[src/rtl/dsa_pkg.sv]
// Shared types and constants of the DFA string acceptor.
`default_nettype none
package dsa_pkg;

  localparam int NUM_STATES    = 16;
  localparam int STATE_BITS    = 4;
  localparam int SYMBOL_BITS   = 8;
  localparam int POSITION_BITS = 16;
  localparam int ADDR_BITS     = STATE_BITS + SYMBOL_BITS;
  localparam int TABLE_DEPTH   = NUM_STATES << SYMBOL_BITS;
  localparam int ENTRY_BITS    = STATE_BITS + 1;
  localparam int MASK_BITS     = 16;
  localparam int CFG_DATA_BITS = 16;
  localparam int CFG_IDX_BITS  = 2;

  typedef enum logic [1:0] {
    OP_LOAD    = 2'd0,
    OP_CLEAR   = 2'd1,
    OP_CONSUME = 2'd2,
    OP_END     = 2'd3
  } op_t;

  typedef enum logic [2:0] {
    ST_ACK       = 3'd0,
    ST_STEPPED   = 3'd1,
    ST_STUCK     = 3'd2,
    ST_ACCEPT    = 3'd3,
    ST_NOT_FINAL = 3'd4,
    ST_NO_TRANS  = 3'd5,
    ST_NO_START  = 3'd6
  } status_t;

  typedef enum logic [CFG_IDX_BITS-1:0] {
    REG_START_STATE = 2'd0,
    REG_START_VALID = 2'd1,
    REG_FINAL_MASK  = 2'd2
  } reg_idx_t;

  typedef struct packed {
    op_t                    op;
    logic [SYMBOL_BITS-1:0] symbol;
    logic                   sym_ok;
    logic [STATE_BITS-1:0]  from_state;
    logic [STATE_BITS-1:0]  to_state;
  } item_t;

  typedef struct packed {
    logic  valid;
    item_t item;
  } q_head_t;

  typedef struct packed {
    logic [STATE_BITS-1:0] start_state;
    logic                  start_valid;
    logic [MASK_BITS-1:0]  final_mask;
  } cfg_t;

endpackage
`default_nettype wire

[src/rtl/dsa_ifs.sv]
// Valid/ready channel interfaces for input items and result beats.
`default_nettype none
interface dsa_in_if;
  logic       valid;
  logic       ready;
  logic [1:0] operation;
  logic [7:0] symbol;
  logic [3:0] from_state;
  logic [3:0] to_state;

  modport source (output valid, operation, symbol, from_state, to_state, input ready);
  modport sink   (input valid, operation, symbol, from_state, to_state, output ready);
endinterface

`default_nettype wire

[src/rtl/dsa_front.sv]
// Front end: accepts item beats, classifies them and queues them for the back end.
`default_nettype none
module dsa_front (
  input  wire logic       clk,
  input  wire logic       rst,
  dsa_in_if.sink          items,
  input  wire logic       sweeping,
  input  wire logic       pop,
  output dsa_pkg::q_head_t head
);
  import dsa_pkg::*;

  item_t      slot [2];
  logic       wr_ptr;
  logic       rd_ptr;
  logic [1:0] count;
  logic       push;
  item_t      incoming;

  // no beats taken while the table is being wiped
  assign items.ready = (count != 2'd2) && !sweeping;
  assign push        = items.valid && items.ready;

  always_comb begin
    incoming.op         = op_t'(items.operation);
    incoming.symbol     = items.symbol;
    incoming.sym_ok     = (items.symbol != '0);
    incoming.from_state = items.from_state;
    incoming.to_state   = items.to_state;
  end

  assign head.valid = (count != 2'd0);
  assign head.item  = slot[rd_ptr];

  always_ff @(posedge clk) begin
    if (push) begin
      slot[wr_ptr] <= incoming;
    end
  end

  always_ff @(posedge clk) begin
    if (rst) begin
      wr_ptr <= 1'b0;
      rd_ptr <= 1'b0;
      count  <= 2'd0;
    end else begin
      if (push) begin
        wr_ptr <= ~wr_ptr;
      end
      if (pop) begin
        rd_ptr <= ~rd_ptr;
      end
      case ({push, pop})
        2'b10:   count <= count + 2'd1;
        2'b01:   count <= count - 2'd1;
        default: count <= count;
      endcase
    end
  end

endmodule
`default_nettype wire

[src/flat_wrapper.sv]
// flat-port wrapper written by rule: the top's interface ports become plain ports
module dsa_front_flat import dsa_pkg::*;
  (clk, rst, sweeping, pop, head, items_valid, items_operation, items_symbol, items_from_state, items_to_state, items_ready);
  dsa_in_if items_i ();
  input  wire logic clk;
  input  wire logic rst;
  input  wire logic sweeping;
  input  wire logic pop;
  output dsa_pkg::q_head_t head;
  input wire logic [$bits(items_i.valid)-1:0] items_valid;
  input wire logic [$bits(items_i.operation)-1:0] items_operation;
  input wire logic [$bits(items_i.symbol)-1:0] items_symbol;
  input wire logic [$bits(items_i.from_state)-1:0] items_from_state;
  input wire logic [$bits(items_i.to_state)-1:0] items_to_state;
  output wire logic [$bits(items_i.ready)-1:0] items_ready;
  assign items_i.valid = items_valid;
  assign items_i.operation = items_operation;
  assign items_i.symbol = items_symbol;
  assign items_i.from_state = items_from_state;
  assign items_i.to_state = items_to_state;
  assign items_ready = items_i.ready;
  dsa_front u_core (.clk(clk), .rst(rst), .items(items_i), .sweeping(sweeping), .pop(pop), .head(head));
endmodule
[config.mk]
export PLATFORM = sky130hd
export DESIGN_NAME = dsa_front_flat
export DESIGN_NICKNAME = d
export VERILOG_FILES = /design/src/rtl/dsa_pkg.sv /design/src/rtl/dsa_ifs.sv /design/src/rtl/dsa_front.sv /design/src/flat_wrapper.sv
export SDC_FILE = /design/constraint.sdc
export NUM_CORES = 1
export LEC_CHECK = 0
export BUFFER_PORTS_ARGS = -buffer_cell sky130_fd_sc_hd__buf_2
export CAP_MARGIN = 20
export CORE_UTILIZATION = 50
export CTS_CLUSTER_SIZE = 25
export DETAILED_ROUTE_END_ITERATION = 10
export PLACE_DENSITY_LB_ADDON = 0.25
export SYNTH_ARGS = -nofsm -noshare
export SYNTH_HDL_FRONTEND = slang
export SYNTH_SLANG_ARGS = --single-unit
export TNS_END_PERCENT = 20
[constraint.sdc]
create_clock -name clk -period 3 [get_ports clk]
set_input_delay 0.3 -clock clk [delete_from_list [all_inputs] [get_ports clk]]
set_output_delay 0.3 -clock clk [all_outputs]
set_load 0.02 [all_outputs]
After elaboration in Yosys (flattened, before gate mapping). Memory sizes are Yosys's and may differ from the RTL's. A register that Yosys moved wholly into a read port is not among the register bits. Index checks and enable logic that the tools add are counted.

Reduce and logical (&&, ||, !) cells: 6. $lt $le $gt $ge: 0. $mul: 0. Equal/unequal tests: 3. Divide/modulo/power cells: 0. Bitwise logic cells: 2. $add $sub $neg: 2. Shift-type cells: 0. Muxes and demuxes: 5.

Operators with widths (number): $reduce_bool 8->1 (1); $mux 1 (4); $pmux 2 s2 (1); $reduce_bool 2->1 (2); $add 2x1->2 const B (1); $eq 2x1->1 const B (1); $eq 2x2->1 const B (1); $logic_and 1x1->1 (2); $ne 2x2->1 const B (1); $not 1->1 (2); $sub 2x1->2 const B (1); $logic_not 1->1 (1).

Output and inout port bits: 21. Bits in latches: 0. RAM bits: 38. Memories: 1. ROM bits: 0. Register bits: 4. Logic and storage cells: 22. Bits of input ports: 23.

Memory list: u_core.slot (depth 2, bits a word 19, rd ports 1, clocked after memory_dff 1, write ports 1, RTL line dsa_front.sv:13) `item_t slot [2];`.

Longest topological paths before layout. Gate-level depths: netlist (run 1).

Word-level depth: 5. Mapped depth: 7.

Worst setup path after synthesis (run 1). OpenSTA, ideal clock, no wires.

Path type: register -> register. Start: register u_core.count[0]. End: memory u_core.slot[1][0] in the netlist's numbering (enable). Period minus slack after synthesis: 1.782 ns. Arrival time: 1.405 ns. Stages on the path, launching flop included: 4. Path buffers: 0. Path slack: 1.218 ns. Cell sequence: dfxtp_1 -> nor2b_1 -> nor2_1 -> and3_1.

Cells in the longest elaborated chain, start to end: 5.

Ends and longest elaborated chain: start: declaration (RTL line dsa_front.sv:16) `logic [1:0] count;`; start signal: assignment (RTL line dsa_front.sv:54) `2'b10: count <= count + 2'd1;`; start signal: assignment (RTL line dsa_front.sv:55) `2'b01: count <= count - 2'd1;`; start signal: assignment (RTL line dsa_front.sv:56) `default: count <= count;`; $ne 2x2->1 (RTL line dsa_front.sv:21) `assign items.ready = (count != 2'd2) && !sweeping;`; $logic_and 1x1->1 (RTL line dsa_front.sv:21); named net items_ready (RTL line flat_wrapper.sv:15) `output wire logic [$bits(items_i.ready)-1:0] items_ready;`; $logic_and 1x1->1 (RTL line dsa_front.sv:22) `assign push = items.valid && items.ready;`; $mux 1 (RTL line dsa_front.sv:36) `if (push) begin`; $mux 1 (implied by the code) (RTL line dsa_front.sv:37) `slot[wr_ptr] <= incoming;`; end: declaration (RTL line dsa_front.sv:13).

The timed path passes the listed nets, and every way through them passes these cells.

==> reports/metrics.csv, run 1 <==
metric;value;unit
first-iteration detailed-routing DRC count;27;
row cnt;20;
dpl hpwl;1690;µm
root buf cell;clkbuf_4;
Slew Limit Fails;0;
Hold WS;0.136;ns
post-cts sizing count;0;
# Post-CTS Setup Buffers;0;
GRT Overall Usage;15.5;%
clock-pin slew of the registers on the worst-case setup and hold paths;0.12;ns
Synth area leaders;edfxtp_1 (71%), mux2_2 (13%), dfxtp_1 (6.2%), xnor2_1 (1.1%), nor2_1 (0.94%);
Max Freq;0.477;GHz
CP Class;reg -> out;
Mapped Nets;111;
routed vias;887;
Power Density;588;nW/µm²
Max IR drop VDD;0.337;mV
CP Cell Sequence;mux2_2 -> buf_2;
Die Wd;58.6;µm
critical path's largest stage delay;0.88;ns
switch share;24.8;%
Clock Tree Buf Depth;2;
post-synth top area share;71.2;%
post-synthesis sequential area ratio;77.4;%
EDFF count, synth;38;
Power Internal;0.846;mW
drt drc;0;
H-tree depth;2;
Clock power frac;23.1;%
Bufs and invs on worst path;1;
WL per Instance;13.4;µm
Commonest cells post-synth;edfxtp_1 (38), mux2_2 (19), dfxtp_1 (5);
Post-Syn Instances;87;
initial antenna violation count;0;
GRT Residual Overflow;0;
IO Count;44;
die outline height;58.6;µm
final setup vio count;0;
dominant synthesized flop cell;edfxtp_1;
FFs w/ async S/R, synth;0;%
Clock Skew;0.0125;ns
Starting Density;52.5;%
final worst path period share;69.9;%
Sw Pwr;0.279;mW
die area;3440;µm²
Synth Register Bits;43;
total power draw;1.13;mW
r2r setup slk;1.20;ns
post-route ant nets;0;
combinational group share of total power;14.3;%
Seq pwr share;62.6;%
worst slew pin tran;0.864;ns
Fillers;261;
Slew HR;42.4;%
largest net degree at the start of global routing;20;
most frequent cell after synthesis;edfxtp_1;
outcome;finished, final reports clean;
Synthesis Warnings;0;
RSZ-0062 raised after global routing;false;
post-synthesis cell type count;19;
max-cap violation count;0;
LEAKAGE;0.715;nW
Required @ worst endpoint;2.70;ns
CTS tree;done;
worst skew pair latency;0.34;ns
largest fanout on the critical path;19;
Layout area overhead;19.4;%
Crit. End Element;output pin;
via-per-instance ratio;4.93;
first drt pass iteration count;4;
setup_tns;0;ns
GPL Wtd Cong;0.678;
Critical Path AT;1.80;ns
Final Hold Fails;0;
Num CTS Buffers;5;
number of global-route vias before repair;874;
Syn Area/Cell;18.4;µm²
first-pass GRT wire length;3660;µm
CTS sink cnt;43;
Hold Path Class;in -> reg;
synthesized area;1600;µm²
Final min period;2.10;ns
Crit-path slowest cell;dfxtp_1;
delay-heaviest family, CP;flip-flops;
DRT Wirelength;2410;µm
ANT cells;0;
share of cells above drive strength 1;51.5;%
NumNets Final;159;
hold_buf cts;0;
Synth area leader;edfxtp_1;
port bufs;43;
area of the core;3050;µm²
startpoint types;flip-flop;
[cells in the final DEF (no fill, tap or decap)]
cell | netlist | layout
inv_1 | 1 | 1
xor2_1 | 1 | 1
nand2b_1 | 1 | 1
a21oi_1 | 2 | 2
mux2_2 | 19 | 19
or3_1 | 2 | 2
nor2_1 | 4 | 4
nand2_1 | 2 | 2
clkinvlp_4 | 0 | 1
clkbuf_1 | 0 | 1
clkinv_2 | 0 | 1
xnor2_1 | 2 | 2
nor2b_1 | 1 | 1
ha_1 | 1 | 1
dfxtp_1 | 5 | 5
o21ai_0 | 2 | 2
buf_2 | 1 | 43
clkbuf_4 | 0 | 5
or2_2 | 1 | 1
edfxtp_1 | 38 | 38
nor4_1 | 2 | 2
and3_1 | 1 | 1
[routing by layer]
metal	global-route usage, %	wire length, µm	vias up	part of all wire, %
li1	-	-	428	-
met1	16.2	1020	425	43
met2	26.9	1200	27	50
met3	5.27	129	7	5.4
met4	9.18	58	0	2.4
met5	0	0	-	0
[registers in the layout, indices dropped and copies added (netlist names), named ones only]
name / count
u_core.wr_ptr: 1
u_core.slot: 38
u_core.rd_ptr: 1
u_core.count: 2
[stage by stage]
| stage | utilization [%] | setup slack (ns) | instance area (µm²) | std cells |
|---|---|---|---|---|
| detailed placement | 60.9 | 1.15 | 1860 | 172 |
| CTS | 62.7 | 0.852 | 1910 | 180 |
| global route | 62.7 | 0.807 | 1910 | 180 |
| floorplan | - | 1.22 | 1600 | 87 |
| global placement | 60.9 | 1.22 | 1860 | 172 |
| finish | 62.7 | 0.905 | 1910 | 180 |
[worst reg2reg max path: stages, from the launching register on]
cell	delay (ns)
dfxtp_1	0.42
nor2b_1	0.10
nor2_1	0.16
and3_1	0.76
[worst paths after layout]
check                          startpoint  cells after the start                           end
max                             flip-flop                      2                       head[8]
min                   items_from_state[3]                      1   u_core.slot[1][7]$_DFFE_PP_
max reg2reg  u_core.count[0]$_SDFFE_PP0P_                      3  u_core.slot[1][12]$_DFFE_PP_
min reg2reg    u_core.wr_ptr$_SDFFE_PP0P_                      2    u_core.wr_ptr$_SDFFE_PP0P_
[final cells by class]
| type | instances | area (µm²) | share of cell area (%) |
|---|---|---|---|
| tap | 44 | 55.1 | 2.88 |
| sequential | 43 | 1240 | 64.8 |
| inverter | 1 | 3.75 | 0.196 |
| multi-input combinational | 41 | 345 | 18.0 |
| clock inverter | 2 | 12.5 | 0.654 |
| clock buffer | 6 | 41.3 | 2.16 |
| timing repair buffer | 43 | 215 | 11.2 |
[cell families after synthesis]
family	Yosys count	share of synthesized area [%]
AO/OA/AOI/OAI	4	1.25
AND/OR/NAND/NOR	14	4.53
flip-flops	43	77.4
buffers and inverters	3	1.01
adder cells (fa/ha/maj)	1	0.781
XOR/XNOR	3	1.64
multiplexers	19	13.3
[power by group through the flow]
stage               combinational, mW  sequential (mW)  clock [mW]
floorplan                       0.116            0.706           0
global placement                0.158            0.717           0
detailed placement              0.163            0.719           0
CTS                             0.164            0.705       0.267
global route                    0.173            0.708       0.296
finish                          0.161            0.704       0.260
Note: power is estimated with default switching activity, not from simulation.
==> run 2, diff against run 1 <==
--- a/config.mk
+++ b/config.mk
@@ -5,9 +5,10 @@
 export SDC_FILE = /design/constraint.sdc
 export NUM_CORES = 1
 export LEC_CHECK = 0
+export ABC_AREA = 1
 export BUFFER_PORTS_ARGS = -buffer_cell sky130_fd_sc_hd__buf_2
 export CAP_MARGIN = 20
-export CORE_UTILIZATION = 50
+export CORE_UTILIZATION = 46
 export CTS_CLUSTER_SIZE = 25
 export DETAILED_ROUTE_END_ITERATION = 10
 export PLACE_DENSITY_LB_ADDON = 0.25
==> constraint.sdc (replaced) <==
create_clock -name clk -period 1.89 [get_ports clk]
set_input_delay 0.189 -clock clk [delete_from_list [all_inputs] [get_ports clk]]
set_output_delay 0.189 -clock clk [all_outputs]
set_load 0.02 [all_outputs]
==> reports/metrics.csv, run 2 <==
metric;value;unit
area of the core;3440;µm²
CP Cell Sequence;buf_4 -> mux2_2 -> buf_2;
largest net degree at the start of global routing;20;
final worst path period share;83.0;%
switch share;21.2;%
first-pass GRT wire length;4480;µm
die area;3940;µm²
RSZ-0062 raised after global routing;false;
synthesized area;1700;µm²
post-route ant nets;0;
Synth area leaders;edfxtp_1 (67%), mux2_4 (8.8%), mux2_2 (6.0%), dfxtp_1 (5.9%), nor2_1 (2.7%);
Post-Syn Instances;101;
post-synthesis cell type count;17;
Hold WS;0.0833;ns
most frequent cell after synthesis;edfxtp_1;
placed cells;193;
clock-pin slew of the registers on the worst-case setup and hold paths;0.08;ns
post-synth top area share;67.3;%
Layout area overhead;24.4;%
first drt pass iteration count;4;
r2r setup slk;0.39;ns
CTS tree;done;
DRT Wirelength;2660;µm
Mapped Nets;125;
commonest non-fill, non-tap cell in the layout;buf_2;
LEAKAGE;0.867;nW
outcome;finished, final reports clean;
Sw Pwr;0.466;mW
Final Hold Fails;0;
final setup vio count;0;
share of cells above drive strength 1;50.3;%
IO Count;44;
combinational group share of total power;12.9;%
H-tree depth;2;
most frequent cells in the layout;buf_2 (43), edfxtp_1 (38), nor2_1 (11);
port bufs;43;
Critical Path AT;1.38;ns
Power Internal;1.73;mW
startpoint types;flip-flop;
Fillers;275;
hold_buf cts;0;
drt drc;0;
Slew HR;76.8;%
dominant synthesized flop cell;edfxtp_1;
Power Density;1040;nW/µm²
GRT Overall Usage;15.6;%
die outline height;62.7;µm
setup_tns;0;ns
total power draw;2.20;mW
worst slew pin tran;0.347;ns
Max Freq;0.638;GHz
CP Class;reg -> out;
Starting Density;49.3;%
Synth Register Bits;43;
first-iteration detailed-routing DRC count;41;
max-cap violation count;0;
Non-Filler Instances;201;
GPL Wtd Cong;0.678;
hold_sp;items_to_state[3];
number of global-route vias before repair;1021;
Num CTS Buffers;5;
# Post-CTS Setup Buffers;0;
Crit Reg-Reg Startpoint;u_core.count[0]$_SDFFE_PP0P_;
dpl hpwl;1980;µm
critical path's largest stage delay;0.36;ns
via-per-instance ratio;4.76;
root buf cell;clkbuf_8;
max reg flops;38;
worst skew pair latency;0.29;ns
row cnt;21;
Seq pwr share;49.9;%
Max IR drop VDD;0.714;mV
Clock power frac;37.2;%
Slew Limit Fails;0;
FFs w/ async S/R, synth;0;%
post-cts sizing count;0;
routed vias;957;
Required @ worst endpoint;1.70;ns
largest fanout on the critical path;11;
Synthesis Warnings;0;
Reg with most FFs;u_core.slot;
Commonest cells post-synth;edfxtp_1 (38), nor2_1 (12), mux2_4 (10);
GRT Residual Overflow;0;
Hold Path Class;in -> reg;
Die Wd;62.7;µm
initial antenna violation count;0;
biggest regs;u_core.slot x38, u_core.count x2;
EDFF count, synth;38;
Crit-path slowest cell;mux2_2;
CTS sink cnt;43;
Clock Tree Buf Depth;2;
post-synthesis sequential area ratio;73.2;%
Syn Area/Cell;16.8;µm²
Final min period;1.57;ns
NumNets Final;178;
Clock Skew;0.00768;ns
Synth area leader;edfxtp_1;
WL per Instance;13.2;µm
Crit. End Element;output pin;
ANT cells;0;
run 2: cell count changes after synthesis, sizes merged:
cell	delta
o21ai	-1
nand2	+5
nor2b	-1
nor4	-2
nand3	+1
or3	-2
nor2	+8
xor2	-1
and3	-1
nand2b	-1
xnor2	-1
inv	+7
nand4	+3
run 2: path summary, 6_finish.rpt:
kind                                                      to  cells after the start
worst min-delay path             u_core.slot[1][3]$_DFFE_PP_                      1
worst max register to register  u_core.slot[0][17]$_DFFE_PP_                      5
worst max-delay path                                head[16]                      3
worst min register to register  u_core.count[1]$_SDFFE_PP0P_                      2
run 2: layout make-up:
| class | instances | area (µm²) | area share (%) |
|---|---|---|---|
| clock buffer | 6 | 72.6 | 3.44 |
| clock inverter | 2 | 60.1 | 2.85 |
| inverter | 8 | 30.0 | 1.42 |
| multi-input combinational | 48 | 397 | 18.8 |
| sequential | 43 | 1240 | 58.8 |
| tap | 46 | 57.6 | 2.73 |
| timing repair buffer | 48 | 253 | 12.0 |
run 2: through the flow:
step,setup WS (ns),cell area [µm²],utilization (%)
final,0.321,2110,61.3
after global routing,0.250,2110,61.3
after CTS,0.297,2110,61.3
after detailed placement,0.360,1980,57.5
after global placement,0.448,1980,57.5
after floorplan,0.0783,1700,-
run 2: worst max-delay path: cells and delay by family (launching register included):
family	cells	cell delay (ns)
buffers and inverters	2	0.40
multiplexers	1	0.36
flip-flops	1	0.33
run 2: power groups by stage:
stage               Sequential [mW]  Combinational [mW]  Clock (mW)
finish                         1.10               0.285       0.818
global route                   1.10               0.311       0.875
CTS                            1.10               0.290       0.835
detailed placement             1.12               0.288           0
global placement               1.12               0.281           0
floorplan                      1.12               0.200           0
run 2: logic make-up (layout without fill, tap and decap cells):
logic type      after synthesis  after routing  share of synthesized area (%)
xor+xnor                      1              1                          0.516
mux                          19             19                           14.8
buf+inv                      10             64                           3.61
flops                        43             43                           73.2
simple gates                 24             24                           6.27
compound gates                3              3                          0.885
fa+ha+maj                     1              1                          0.737
run 2: layer usage:
| metal | vias up | GRT usage [%] | wire length [µm] |
|---|---|---|---|
| met5 | - | 0 | 0 |
| met4 | 0 | 6.69 | 40 |
| met3 | 4 | 7.12 | 162 |
| met2 | 27 | 25.7 | 1370 |
| met1 | 457 | 17.4 | 1090 |
| li1 | 469 | - | - |
==> run 3, diff against run 2 <==
--- a/config.mk
+++ b/config.mk
@@ -5,10 +5,10 @@
 export SDC_FILE = /design/constraint.sdc
 export NUM_CORES = 1
 export LEC_CHECK = 0
-export ABC_AREA = 1
+export ABC_AREA = 0
 export BUFFER_PORTS_ARGS = -buffer_cell sky130_fd_sc_hd__buf_2
 export CAP_MARGIN = 20
-export CORE_UTILIZATION = 46
+export CORE_UTILIZATION = 50
 export CTS_CLUSTER_SIZE = 25
 export DETAILED_ROUTE_END_ITERATION = 10
 export PLACE_DENSITY_LB_ADDON = 0.25
==> constraint.sdc (replaced) <==
create_clock -name clk -period 1.5 [get_ports clk]
set_input_delay 0.15 -clock clk [delete_from_list [all_inputs] [get_ports clk]]
set_output_delay 0.15 -clock clk [all_outputs]
set_load 0.02 [all_outputs]
==> reports/metrics.csv, run 3 (same netlist as run 1, synthesis figures left out) <==
metric;value;unit
post-route ant nets;0;
ANT cells;0;
die outline height;58.6;µm
Num CTS Buffers;5;
Crit. End Element;output pin;
NumNets Final;178;
worst reg2reg path depth;6;
IO Count;44;
CP Class;reg -> out;
first-pass GRT wire length;4200;µm
WL per Instance;14.0;µm
worst setup margin;-0.0263;ns
routed vias;972;
Critical Path AT;1.38;ns
die area;3440;µm²
Die Wd;58.6;µm
GRT Overall Usage;17.9;%
share of cells above drive strength 1;52.9;%
Final Hold Fails;0;
Clock Tree Buf Depth;2;
GRT Residual Overflow;0;
largest net degree at the start of global routing;20;
DRT Wirelength;2800;µm
port bufs;43;
row cnt;20;
CTS tree;done;
Max IR drop VDD;0.493;mV
drt drc;0;
Crit Reg-Reg Startpoint;u_core.count[1]$_SDFFE_PP0P_;
max reg flops;38;
H-tree depth;2;
failing checks;setup timing;
first-iteration detailed-routing DRC count;19;
Required @ worst endpoint;1.35;ns
startpoint types;flip-flop;
worst slew pin tran;0.288;ns
Final min period;1.53;ns
via-per-instance ratio;4.88;
GPL Wtd Cong;0.705;
Slew HR;80.6;%
Non-Filler Instances;199;
crit path to;head[9];
r2r setup slk;0.05;ns
Power Density;1070;nW/µm²
final setup vio count;18;
Slew Limit Fails;0;
RSZ-0062 raised after global routing;true;
Layout area overhead;37.7;%
biggest regs;u_core.slot x38, u_core.count x2;
clock-pin slew of the registers on the worst-case setup and hold paths;0.11;ns
root buf cell;clkbuf_4;
area of the core;3050;µm²
CTS sink cnt;43;
placed cells;175;
Hold WS;0.0169;ns
Clock Skew;0.00599;ns
number of global-route vias before repair;909;
first drt pass iteration count;6;
Reg with most FFs;u_core.slot;
final worst path period share;102;%
LEAKAGE;0.817;nW
Hold Path Class;in -> reg;
commonest non-fill, non-tap cell in the layout;buf_2;
worst skew pair latency;0.34;ns
largest fanout on the critical path;10;
most frequent cells in the layout;buf_2 (41), edfxtp_1 (38), mux2_2 (18);
dpl hpwl;1740;µm
Starting Density;52.5;%
initial antenna violation count;0;
Max Freq;0.655;GHz
FF-to-FF End;u_core.count[1]$_SDFFE_PP0P_;
outcome;finished with violations;
# Post-CTS Setup Buffers;0;
max-cap violation count;0;
==> run 3: report_power, final <==
group | total (mW) | switching (mW) | internal, mW
clock network | 0.511 | 0.339 | 0.172
logic | 0.439 | 0.217 | 0.222
registers | 1.40 | 0.0310 | 1.37
total | 2.35 | 0.587 | 1.77
==> run 3: area by class of cell <==
type | instances | area [µm²]
clock inverter | 3 | 15.0
inverter | 1 | 7.51
multi-input combinational | 41 | 380
fill | 220 | 846
timing repair buffer | 62 | 462
clock buffer | 5 | 37.5
sequential | 43 | 1250
tap | 44 | 55.1
==> run 3: what timing repair did <==
action | CTS | global route
setup endpoints to repair | 20 | 20
hold buffers | 13 | 2
resized for setup | 5 | 5
hold endpoints to repair | 26 | 4
gates cloned | 1 | 0
pin swaps | 2 | 0
==> run 3: metrics by stage <==
step           power [mW]  area (µm²)  setup TNS [ns]  setup slack (ns)  utilization (%)
6_report             2.35        2210          -0.206           -0.0263             72.3
3_3_place_gp         1.79        1950               0            0.0494             63.9
3_5_place_dp         1.81        1950         -0.0157           -0.0157             63.9
4_1_cts              2.37        2170          -0.765           -0.0590             71.1
2_1_floorplan        1.66        1630         -0.0274           -0.0274                -
5_1_grt              2.46        2210           -1.38           -0.0869             72.3
==> run 3: worst max-delay path, cell delays in order, from the launching register on <==
cell and delay [ns]:
dfxtp_4 0.40, buf_12 0.14, mux2_2 0.34, buf_2 0.16
==> run 3: metal layers <==
layer | GRT usage, % | share of wire [%] | wire length, µm
met3 | 4.84 | 4.0 | 111
met5 | 0 | 0 | 0
met1 | 21.6 | 42 | 1180
met4 | 10.2 | 1.9 | 52
met2 | 29.1 | 52 | 1450
==> run 3: how the worst min path moves through the flow <==
| stage | end | slack, ns | startpoint | cells past startpoint |
|---|---|---|---|---|
| 2_1_floorplan | u_core.count[0]$_SDFFE_PP0P_ | 0.21 | rst | 1 |
| 3_3_place_gp | u_core.slot[0][18]$_DFFE_PP_ | 0.34 | items_operation[1] | 1 |
| 3_5_place_dp | u_core.slot[0][17]$_DFFE_PP_ | 0.34 | items_operation[0] | 1 |
| 4_1_cts | u_core.slot[1][12]$_DFFE_PP_ | 0.0005 | items_symbol[3] | 1 |
| 5_1_grt | u_core.slot[0][12]$_DFFE_PP_ | 0.005 | items_symbol[3] | 1 |
| 6_report | u_core.slot[0][12]$_DFFE_PP_ | 0.02 | items_symbol[3] | 1 |
